**config.mk**
```make
export PLATFORM = sky130hd
export DESIGN_NAME = dual_channel_pid_speed
export DESIGN_NICKNAME = d
export VERILOG_FILES = /design/src/design/dcps_pkg.sv /design/src/design/dcps_sequencer.sv /design/src/design/dcps_datapath.sv /design/src/design/dual_channel_pid_speed.sv
export SDC_FILE = /design/constraint.sdc
export NUM_CORES = 2
export LEC_CHECK = 0
export BUFFER_PORTS_ARGS = -buffer_cell sky130_fd_sc_hd__buf_2
export CAP_MARGIN = 20
export CELL_PAD_IN_SITES_DETAIL_PLACEMENT = 1
export CELL_PAD_IN_SITES_GLOBAL_PLACEMENT = 2
export CORE_MARGIN = 2
export CORE_UTILIZATION = 25
export DETAILED_ROUTE_END_ITERATION = 12
export PLACE_DENSITY = 0.52
export SLEW_MARGIN = 20
export SYNTH_ARGS = -nofsm -noshare
export SYNTH_HDL_FRONTEND = slang
export SYNTH_SLANG_ARGS = --single-unit
```
**constraint.sdc**
```tcl
create_clock -name clk_i -period 10.12 [get_ports clk_i]
set_clock_uncertainty 0.1 [all_clocks]
set_input_delay 0.506 -clock clk_i [delete_from_list [all_inputs] [get_ports clk_i]]
set_output_delay 0.506 -clock clk_i [all_outputs]
set_load 0.005 [all_outputs]
```
**src/design/dcps_pkg.sv**
```systemverilog
package dcps_pkg;

  localparam int SampleWidth = 24;
  localparam int DiffW       = SampleWidth + 1;
  localparam int MulAW       = 17;
  localparam int MulBW       = 33;
  localparam int ProdW       = MulAW + MulBW;
  localparam int AccW        = ProdW + 2;
  localparam int StepW       = 3;
  localparam int CfgIdxW     = 3;
  localparam int CfgDataW    = 31;

  localparam logic [StepW-1:0] StepWait = StepW'(0);
  localparam logic [StepW-1:0] StepMulErr = StepW'(1);
  localparam logic [StepW-1:0] StepErr = StepW'(2);
  localparam logic [StepW-1:0] StepUpd = StepW'(3);
  localparam logic [StepW-1:0] StepMulI = StepW'(4);
  localparam logic [StepW-1:0] StepMulD = StepW'(5);
  localparam logic [StepW-1:0] StepAcc = StepW'(6);
  localparam logic [StepW-1:0] StepOut = StepW'(7);

  typedef enum logic [CfgIdxW-1:0] {
    REG_ERROR_SCALE    = 3'd0,
    REG_PROP_GAIN      = 3'd1,
    REG_INTEG_GAIN     = 3'd2,
    REG_DERIV_GAIN     = 3'd3,
    REG_INTEGRAL_LIMIT = 3'd4
  } reg_idx_e;

  typedef enum logic [1:0] {
    MUL_ERR = 2'd0,
    MUL_P   = 2'd1,
    MUL_I   = 2'd2,
    MUL_D   = 2'd3
  } mul_sel_e;

  typedef enum logic [1:0] {
    ACC_HOLD = 2'd0,
    ACC_SET  = 2'd1,
    ACC_ADD  = 2'd2
  } acc_op_e;

  typedef enum logic [1:0] {
    COND_NONE        = 2'd0,
    COND_NO_ITEM     = 2'd1,
    COND_OUT_BLOCKED = 2'd2
  } cond_e;

  typedef struct packed {
    logic                    side;
    logic signed [SampleWidth-1:0] speed_target;
    logic signed [SampleWidth-1:0] speed_measured;
  } in_item_t;

  typedef struct packed {
    logic signed [31:0] drive;
    logic [31:0]        odometry_total;
  } out_item_t;

  typedef struct packed {
    logic [15:0]        error_scale;
    logic signed [15:0] prop_gain;
    logic signed [15:0] integ_gain;
    logic signed [15:0] deriv_gain;
    logic [30:0]        integral_limit;
  } cfg_t;

  typedef struct packed {
    cond_e            cond;
    logic [StepW-1:0] target;
    logic             load;
    logic             mul_en;
    mul_sel_e         mul_sel;
    logic             err_ld;
    logic             upd;
    acc_op_e          acc_op;
    logic             out_ld;
  } ucode_t;

  typedef struct packed {
    logic     ready;
    logic     load;
    logic     mul_en;
    mul_sel_e mul_sel;
    logic     err_ld;
    logic     upd;
    acc_op_e  acc_op;
    logic     out_ld;
  } ctrl_t;

  typedef struct packed {
    logic item_valid;
    logic out_blocked;
  } status_t;

  function automatic logic signed [31:0] sat32(input logic signed [AccW-1:0] v);
    logic [AccW-32:0] upper;
    upper = v[AccW-1:31];
    if ((&upper) || !(|upper)) begin
      return v[31:0];
    end
    return v[AccW-1] ? 32'sh8000_0000 : 32'sh7FFF_FFFF;
  endfunction

endpackage

```
**src/design/dcps_sequencer.sv**
```systemverilog
module dcps_sequencer
  import dcps_pkg::*;
(
  input  logic    clk_i,
  input  logic    rst_ni,
  input  status_t status_i,
  output ctrl_t   ctrl_o
);

  logic [StepW-1:0] step_q, step_d;
  ucode_t           uc;
  logic             jump;

  function automatic ucode_t rom(input logic [StepW-1:0] step);
    ucode_t w;
    w = '0;
    w.cond = COND_NONE;
    w.mul_sel = MUL_ERR;
    w.acc_op = ACC_HOLD;
    unique case (step)
      StepWait: begin
        w.cond = COND_NO_ITEM;
        w.target = StepWait;
        w.load = 1'b1;
      end
      StepMulErr: begin
        w.mul_en = 1'b1;
        w.mul_sel = MUL_ERR;
      end
      StepErr: begin
        w.err_ld = 1'b1;
      end
      StepUpd: begin
        w.upd = 1'b1;
        w.mul_en = 1'b1;
        w.mul_sel = MUL_P;
      end
      StepMulI: begin
        w.mul_en = 1'b1;
        w.mul_sel = MUL_I;
        w.acc_op = ACC_SET;
      end
      StepMulD: begin
        w.mul_en = 1'b1;
        w.mul_sel = MUL_D;
        w.acc_op = ACC_ADD;
      end
      StepAcc: begin
        w.acc_op = ACC_ADD;
      end
      StepOut: begin
        w.cond = COND_OUT_BLOCKED;
        w.target = StepOut;
        w.out_ld = 1'b1;
      end
      default: begin
        w = '0;
      end
    endcase
    return w;
  endfunction

  always_comb begin
    uc = rom(step_q);
    unique case (uc.cond)
      COND_NONE:        jump = 1'b0;
      COND_NO_ITEM:     jump = !status_i.item_valid;
      COND_OUT_BLOCKED: jump = status_i.out_blocked;
      default:          jump = 1'b0;
    endcase
    step_d = jump ? uc.target : step_q + StepW'(1);

    ctrl_o.ready   = (step_q == StepWait);
    ctrl_o.load    = uc.load & !jump;
    ctrl_o.mul_en  = uc.mul_en & !jump;
    ctrl_o.mul_sel = uc.mul_sel;
    ctrl_o.err_ld  = uc.err_ld & !jump;
    ctrl_o.upd     = uc.upd & !jump;
    ctrl_o.acc_op  = jump ? ACC_HOLD : uc.acc_op;
    ctrl_o.out_ld  = uc.out_ld & !jump;
  end

  always_ff @(posedge clk_i or negedge rst_ni) begin
    if (!rst_ni) begin
      step_q <= StepWait;
    end else begin
      step_q <= step_d;
    end
  end

  a_out_returns_to_wait: assert property (@(posedge clk_i) disable iff (!rst_ni)
    ctrl_o.out_ld |=> (step_q == StepWait))
    else $error("sequencer did not return to wait after result load");

endmodule

```
**src/design/dcps_datapath.sv**
```systemverilog
module dcps_datapath
  import dcps_pkg::*;
#(
  parameter int CHANNELS = 2
) (
  input  logic               clk_i,
  input  logic               rst_ni,
  input  ctrl_t              ctrl_i,
  input  in_item_t           in_item_i,
  input  cfg_t               cfg_i,
  output logic signed [31:0] drive_o,
  output logic [31:0]        odometry_o
);

  localparam int ChW = (CHANNELS > 1) ? $clog2(CHANNELS) : 1;

  logic signed [31:0] integ_mem [CHANNELS];
  logic signed [31:0] prev_mem  [CHANNELS];
  logic [31:0]        odo_mem   [CHANNELS];

  logic [ChW-1:0]          ch_in, ch_q;
  logic signed [DiffW-1:0] diff_q;
  logic signed [ProdW-1:0] prod_q;
  logic signed [31:0]      e32_q, integ_q;
  logic signed [MulBW-1:0] deriv_q;
  logic signed [AccW-1:0]  acc_q;
  logic [31:0]             odo_q;

  logic signed [MulAW-1:0] mul_a;
  logic signed [MulBW-1:0] mul_b;
  logic signed [ProdW-1:0] mul_p;
  logic signed [AccW-1:0]  prod_x, err_b, err_s, drv_b, drv_s;
  logic signed [31:0]      e32_d, isat, inext, limit_s;
  logic signed [32:0]      isum;
  logic [31:0]             odo_d;

  always_comb begin
    if (int'(in_item_i.side) >= CHANNELS) begin
      ch_in = ChW'(CHANNELS - 1);
    end else begin
      ch_in = ChW'(in_item_i.side);
    end
    odo_d = odo_mem[ch_in] + 32'(in_item_i.speed_measured);

    case (ctrl_i.mul_sel)
      MUL_ERR: begin
        mul_a = $signed({1'b0, cfg_i.error_scale});
        mul_b = MulBW'(diff_q);
      end
      MUL_P: begin
        mul_a = MulAW'(cfg_i.prop_gain);
        mul_b = MulBW'(e32_q);
      end
      MUL_I: begin
        mul_a = MulAW'(cfg_i.integ_gain);
        mul_b = MulBW'(integ_q);
      end
      default: begin
        mul_a = MulAW'(cfg_i.deriv_gain);
        mul_b = deriv_q;
      end
    endcase
    mul_p = mul_a * mul_b;

    prod_x = AccW'(prod_q);
    err_b  = prod_x + (prod_x[AccW-1] ? AccW'(16'hFFFF) : AccW'(0));
    err_s  = err_b >>> 16;
    e32_d  = sat32(err_s);

    isum    = 33'(integ_mem[ch_q]) + 33'(e32_q);
    isat    = sat32(AccW'(isum));
    limit_s = $signed({1'b0, cfg_i.integral_limit});
    inext   = (isat > limit_s) ? limit_s : isat;

    drv_b = acc_q + (acc_q[AccW-1] ? AccW'(8'hFF) : AccW'(0));
    drv_s = drv_b >>> 8;
  end

  assign drive_o    = sat32(drv_s);
  assign odometry_o = odo_q;

  always_ff @(posedge clk_i or negedge rst_ni) begin
    if (!rst_ni) begin
      for (int i = 0; i < CHANNELS; i++) begin
        integ_mem[i] <= '0;
        prev_mem[i]  <= '0;
        odo_mem[i]   <= '0;
      end
    end else begin
      if (ctrl_i.load) begin
        odo_mem[ch_in] <= odo_d;
      end
      if (ctrl_i.upd) begin
        integ_mem[ch_q] <= inext;
        prev_mem[ch_q]  <= e32_q;
      end
    end
  end

  always_ff @(posedge clk_i) begin
    if (ctrl_i.load) begin
      ch_q   <= ch_in;
      diff_q <= DiffW'(in_item_i.speed_target) - DiffW'(in_item_i.speed_measured);
      odo_q  <= odo_d;
    end
    if (ctrl_i.mul_en) begin
      prod_q <= mul_p;
    end
    if (ctrl_i.err_ld) begin
      e32_q <= e32_d;
    end
    if (ctrl_i.upd) begin
      integ_q <= inext;
      deriv_q <= MulBW'(e32_q) - MulBW'(prev_mem[ch_q]);
    end
    case (ctrl_i.acc_op)
      ACC_SET: acc_q <= AccW'(prod_q);
      ACC_ADD: acc_q <= acc_q + AccW'(prod_q);
      default: acc_q <= acc_q;
    endcase
  end

  a_integ_clamped: assert property (@(posedge clk_i) disable iff (!rst_ni)
    ctrl_i.upd |=> (integ_q <= $signed({1'b0, cfg_i.integral_limit})))
    else $error("integral above its limit after update");

endmodule

```
**src/design/dual_channel_pid_speed.sv**
```systemverilog
// Channel   Handshake                 Payload
// in        in_valid_i / in_stall_o   in_item_i  (side, speed_target, speed_measured)
// out       out_valid_o / out_stall_i out_item_o (drive, odometry_total)
// cfg       cfg_we_i                  cfg_index_i, cfg_data_i
//
// An item is carried from acceptance to the result register before another is accepted:
// the microprogram runs the one shared 17x33 multiplier four times, plus error, update and
// sum steps. A new item can be accepted in the cycle after the result is loaded.
// Reset loads the register defaults and zeroes integral, last error and odometry.
// A stalled result holds the last step until the output register is free.
module dual_channel_pid_speed
  import dcps_pkg::*;
#(
  parameter int CHANNELS = 2
) (
  input  logic                clk_i,
  input  logic                rst_ni,
  input  logic                in_valid_i,
  output logic                in_stall_o,
  input  in_item_t            in_item_i,
  output logic                out_valid_o,
  input  logic                out_stall_i,
  output out_item_t           out_item_o,
  input  logic                cfg_we_i,
  input  logic [CfgIdxW-1:0]  cfg_index_i,
  input  logic [CfgDataW-1:0] cfg_data_i
);

  cfg_t               cfg_q;
  ctrl_t              ctrl;
  status_t            status;
  logic               out_valid_q;
  out_item_t          out_q;
  logic signed [31:0] drive;
  logic [31:0]        odometry;

  assign status.item_valid  = in_valid_i;
  assign status.out_blocked = out_valid_q & out_stall_i;
  assign in_stall_o  = !ctrl.ready;
  assign out_valid_o = out_valid_q;
  assign out_item_o  = out_q;

  dcps_sequencer u_seq (
    .clk_i    (clk_i),
    .rst_ni   (rst_ni),
    .status_i (status),
    .ctrl_o   (ctrl)
  );

  dcps_datapath #(
    .CHANNELS (CHANNELS)
  ) u_dp (
    .clk_i      (clk_i),
    .rst_ni     (rst_ni),
    .ctrl_i     (ctrl),
    .in_item_i  (in_item_i),
    .cfg_i      (cfg_q),
    .drive_o    (drive),
    .odometry_o (odometry)
  );

  always_ff @(posedge clk_i or negedge rst_ni) begin
    if (!rst_ni) begin
      cfg_q.error_scale    <= 16'd6554;
      cfg_q.prop_gain      <= 16'sd256;
      cfg_q.integ_gain     <= '0;
      cfg_q.deriv_gain     <= '0;
      cfg_q.integral_limit <= 31'h7FFF_FFFF;
    end else if (cfg_we_i) begin
      case (cfg_index_i)
        REG_ERROR_SCALE:    cfg_q.error_scale    <= cfg_data_i[15:0];
        REG_PROP_GAIN:      cfg_q.prop_gain      <= cfg_data_i[15:0];
        REG_INTEG_GAIN:     cfg_q.integ_gain     <= cfg_data_i[15:0];
        REG_DERIV_GAIN:     cfg_q.deriv_gain     <= cfg_data_i[15:0];
        REG_INTEGRAL_LIMIT: cfg_q.integral_limit <= cfg_data_i;
        default: ;
      endcase
    end
  end

  always_ff @(posedge clk_i or negedge rst_ni) begin
    if (!rst_ni) begin
      out_valid_q <= 1'b0;
    end else if (ctrl.out_ld) begin
      out_valid_q <= 1'b1;
    end else if (!out_stall_i) begin
      out_valid_q <= 1'b0;
    end
  end

  always_ff @(posedge clk_i) begin
    if (ctrl.out_ld) begin
      out_q.drive          <= drive;
      out_q.odometry_total <= odometry;
    end
  end

  a_busy_after_accept: assert property (@(posedge clk_i) disable iff (!rst_ni)
    (in_valid_i && !in_stall_o) |=> in_stall_o)
    else $error("input taken again right after an item");

  a_no_overwrite: assert property (@(posedge clk_i) disable iff (!rst_ni)
    ctrl.out_ld |-> !(out_valid_q && out_stall_i))
    else $error("result register overwritten while stalled");

  a_result_follows_load: assert property (@(posedge clk_i) disable iff (!rst_ni)
    ctrl.out_ld |=> out_valid_o)
    else $error("result not presented after load");

endmodule

```
==> impl_metrics.env <==
export IMPL_status="complete, no violations"
export IMPL_fin_tns_setup_ns=0
export IMPL_hold_viol_final=0
export IMPL_ys_types=95
export IMPL_cp_slowest_cell="mux2_2"
export IMPL_dp_hpwl_um=157400
export IMPL_use_met1_pct=23.25
export IMPL_synth_fp_nets=6433
export IMPL_grt_start_max_net_pins=75
export IMPL_slew_viol_final=0
export IMPL_wl_per_cell_um=22.57
export IMPL_synth_warnings=0
export IMPL_cts_sinks=612
export IMPL_seq_area_frac_synth_pct=31.09
export IMPL_setup_viol=0
export IMPL_cts_htree_levels=3
export IMPL_slowest_delay_ns=0.57
export IMPL_relSlewSlack_pct=23.61
export IMPL_ys_flop_type="edfxtp_1"
export IMPL_first_pass_iters=5
export IMPL_syn2layout_area_growth_pct=14.79
export IMPL_met3_usage_pct=1.944
export IMPL_maxCapViolations=0
export IMPL_holdPathStages=3
export IMPL_path_clk_slew_ns=0.06
export IMPL_post_synth_top_count_cell="inv_1"
export IMPL_crit_type="flop to flop"
export IMPL_cts_buffers=84
export IMPL_cts_tree="built"
export IMPL_busiest_layer="met2"
export IMPL_cts_root_buf="clkbuf_16"
export IMPL_r2r_end="u_dp.prod_q[49]"
export IMPL_ios=154
export IMPL_synth_avg_cell_area_um2=10.00
export IMPL_required_ns=10.51
export IMPL_cp_max_fo=21
export IMPL_async_flop_share_pct=47.55
export IMPL_post_cts_buffers=0
export IMPL_layout_drive_gt1_share_pct=14.11
export IMPL_vias_per_cell=4.607
export IMPL_grt_total_usage_pct=17.41
export IMPL_period_minus_slack_ns=9.413
export IMPL_routed_via_count=39620
export IMPL_fin_crit_sh_pct=93.02
export IMPL_die_area_um2=222100
export IMPL_max_freq_mhz=106.2
export IMPL_hp_class="primary input to flop"
export IMPL_use_met2_pct=30.08
export IMPL_syn_area_um2=54580
export IMPL_drt_wl_total_um=194100
export IMPL_portBuffers=153
export IMPL_synth_edf_count=321
export IMPL_synth_commonest_cells="inv_1 (774), nand2_1 (544), fa_1 (541)"
export IMPL_clock_path_buffers=3
export IMPL_hold_start="cfg_data_i[13]"
export IMPL_endpoint_kind="flop"
export IMPL_grt_pass1_vias=43830
export IMPL_rsz0062_at_grt="no"
export IMPL_cp_start_kind="flop"
export IMPL_antenna_found_initial=15
export IMPL_gp_congestion=0.8342
export IMPL_grt_pass1_wl_um=290900
export IMPL_ys_seq_elements=612
export IMPL_min_to="cfg_q[13]"
export IMPL_tightest_slew_ns=1.146
export IMPL_reg2reg_setup_slack_ns=0.71
export IMPL_r2r_start="u_seq.step_q[0]"
export IMPL_cp_arrival_ns=9.80
export IMPL_yosys_area_top_type_share_pct=19.84
export IMPL_core_um2=217200
export IMPL_num_rows=171
export IMPL_final_nets=6647
export IMPL_overflow=0
export IMPL_synthTopCellsByArea="fa_1 (20%), edfxtp_1 (18%), dfrtp_1 (12%), ha_1 (8.0%), mux2_2 (5.6%)"
export IMPL_antenna_left=0
export IMPL_start_util_pct=25.13
export IMPL_syn_inst=5456
export IMPL_yosys_area_top_type="fa_1"
export IMPL_clkLatencyLatePin_ns=0.76
export IMPL_critPathMostFrequentCell="fa_1"
export IMPL_remaining_drc_errors=0
export IMPL_die_h_um=471.3
export IMPL_drtIter0Drc=1759
export IMPL_die_w_um=471.3
export IMPL_reg2regPathDepth=29
through the flow:
stage	instance area (um^2)	utilization [%]	cells	hold WS, ns	worst slack (ns)
floorplan	54580	-	5456	0.1104	1.472
global placement	59420	27.36	8406	0.3040	0.7277
detailed placement	59420	27.36	8406	0.3059	0.6346
CTS	62640	28.85	8595	0.005722	0.5734
global route	62650	28.85	8597	0.02969	0.1311
finish	62660	28.85	8600	0.05869	0.7067
how the worst max path moves through the flow:
stage / from / to / slack, ns / cells after the start
2_1_floorplan: u_seq.step_q[0] / u_dp.prod_q[49] / 1.47 / 30
4_1_cts: u_seq.step_q[0] / u_dp.prod_q[49] / 0.57 / 30
6_report: u_seq.step_q[0] / u_dp.prod_q[49] / 0.71 / 29
3_5_place_dp: u_seq.step_q[0] / u_dp.prod_q[49] / 0.63 / 30
3_3_place_gp: u_seq.step_q[0] / u_dp.prod_q[49] / 0.73 / 29
5_1_grt: u_seq.step_q[0] / u_dp.prod_q[49] / 0.13 / 30
cells in the final DEF, fill, tap and decap left out, types with 32 or more instances in the layout:
cell type / Yosys / final
nor3_1: 40 / 39
ha_1: 348 / 347
xnor2_1: 151 / 151
fa_1: 541 / 541
clkbuf_16: 0 / 84
nor2b_1: 52 / 51
nand3_1: 78 / 78
dlygate4sd3_1: 0 / 32
o21ai_0: 197 / 196
o21a_1: 49 / 49
nor2_1: 449 / 445
xor2_1: 89 / 89
and3_1: 34 / 32
buf_4: 4 / 128
a21o_1: 109 / 109
nand2b_1: 34 / 33
edfxtp_1: 321 / 321
nand2_1: 544 / 543
mux2_2: 270 / 270
nand4_1: 35 / 35
buf_2: 19 / 152
inv_1: 774 / 772
and2_1: 39 / 38
dfrtp_1: 252 / 252
mux2i_1: 162 / 154
a21oi_1: 351 / 347
dfstp_2: 39 / 39
what timing repair did:
action                    CTS  global route
resized for setup           0             0
hold buffers               32             0
hold endpoints to repair  113             0
state kept, by name, summed over array words and instances (netlist names), 33 cells and up:
signal          flops
u_dp.odo_mem       64
u_dp.prev_mem      64
u_dp.acc_q         52
out_item_o         64
u_dp.prod_q        50
u_dp.deriv_q       33
cfg_q              95
u_dp.integ_mem     64
worst max-delay path, delay by kind of cell (launching register included):
kind	cells	cell delay, ns
compound gates	10	2.95
xor+xnor	1	0.15
fa+ha+maj	8	3.72
buf+inv	6	0.60
flops	1	0.41
mux	2	0.81
simple gates	2	0.35
cell families (layout without fill, tap and decap cells):
group,count (synthesis),after routing,synth area share (%)
flip-flops,612,612,31.09
multiplexers,438,438,8.789
other,0,5,0
buffers and inverters,965,1250,6.749
AO/OA/AOI/OAI,941,941,10.65
adder cells (fa/ha/maj),890,890,27.84
XOR/XNOR,240,240,3.851
AND/OR/NAND/NOR,1370,1370,11.03
layout make-up:
| cell class | instances | area (um^2) |
|---|---|---|
| Antenna cell | 5 | 12.51 |
| Clock buffer | 103 | 2223 |
| Clock inverter | 54 | 684.4 |
| Fill cell | 24600 | 154500 |
| Inverter | 774 | 2905 |
| Multi-Input combinational cell | 3879 | 34110 |
| Sequential cell | 612 | 16970 |
| Tap cell | 2854 | 3571 |
| Timing Repair Buffer | 319 | 2177 |
routing by layer:
metal / part of all wire, % / routed length (um)
met5: 0.038 / 73
met4: 2.2 / 4211
met3: 2.5 / 4926
met2: 49 / 94460
met1: 47 / 90460
Power is left out: the tool's default activity adds up to more than one toggle a clock period on the data nets, which glitch-free logic cannot reach.
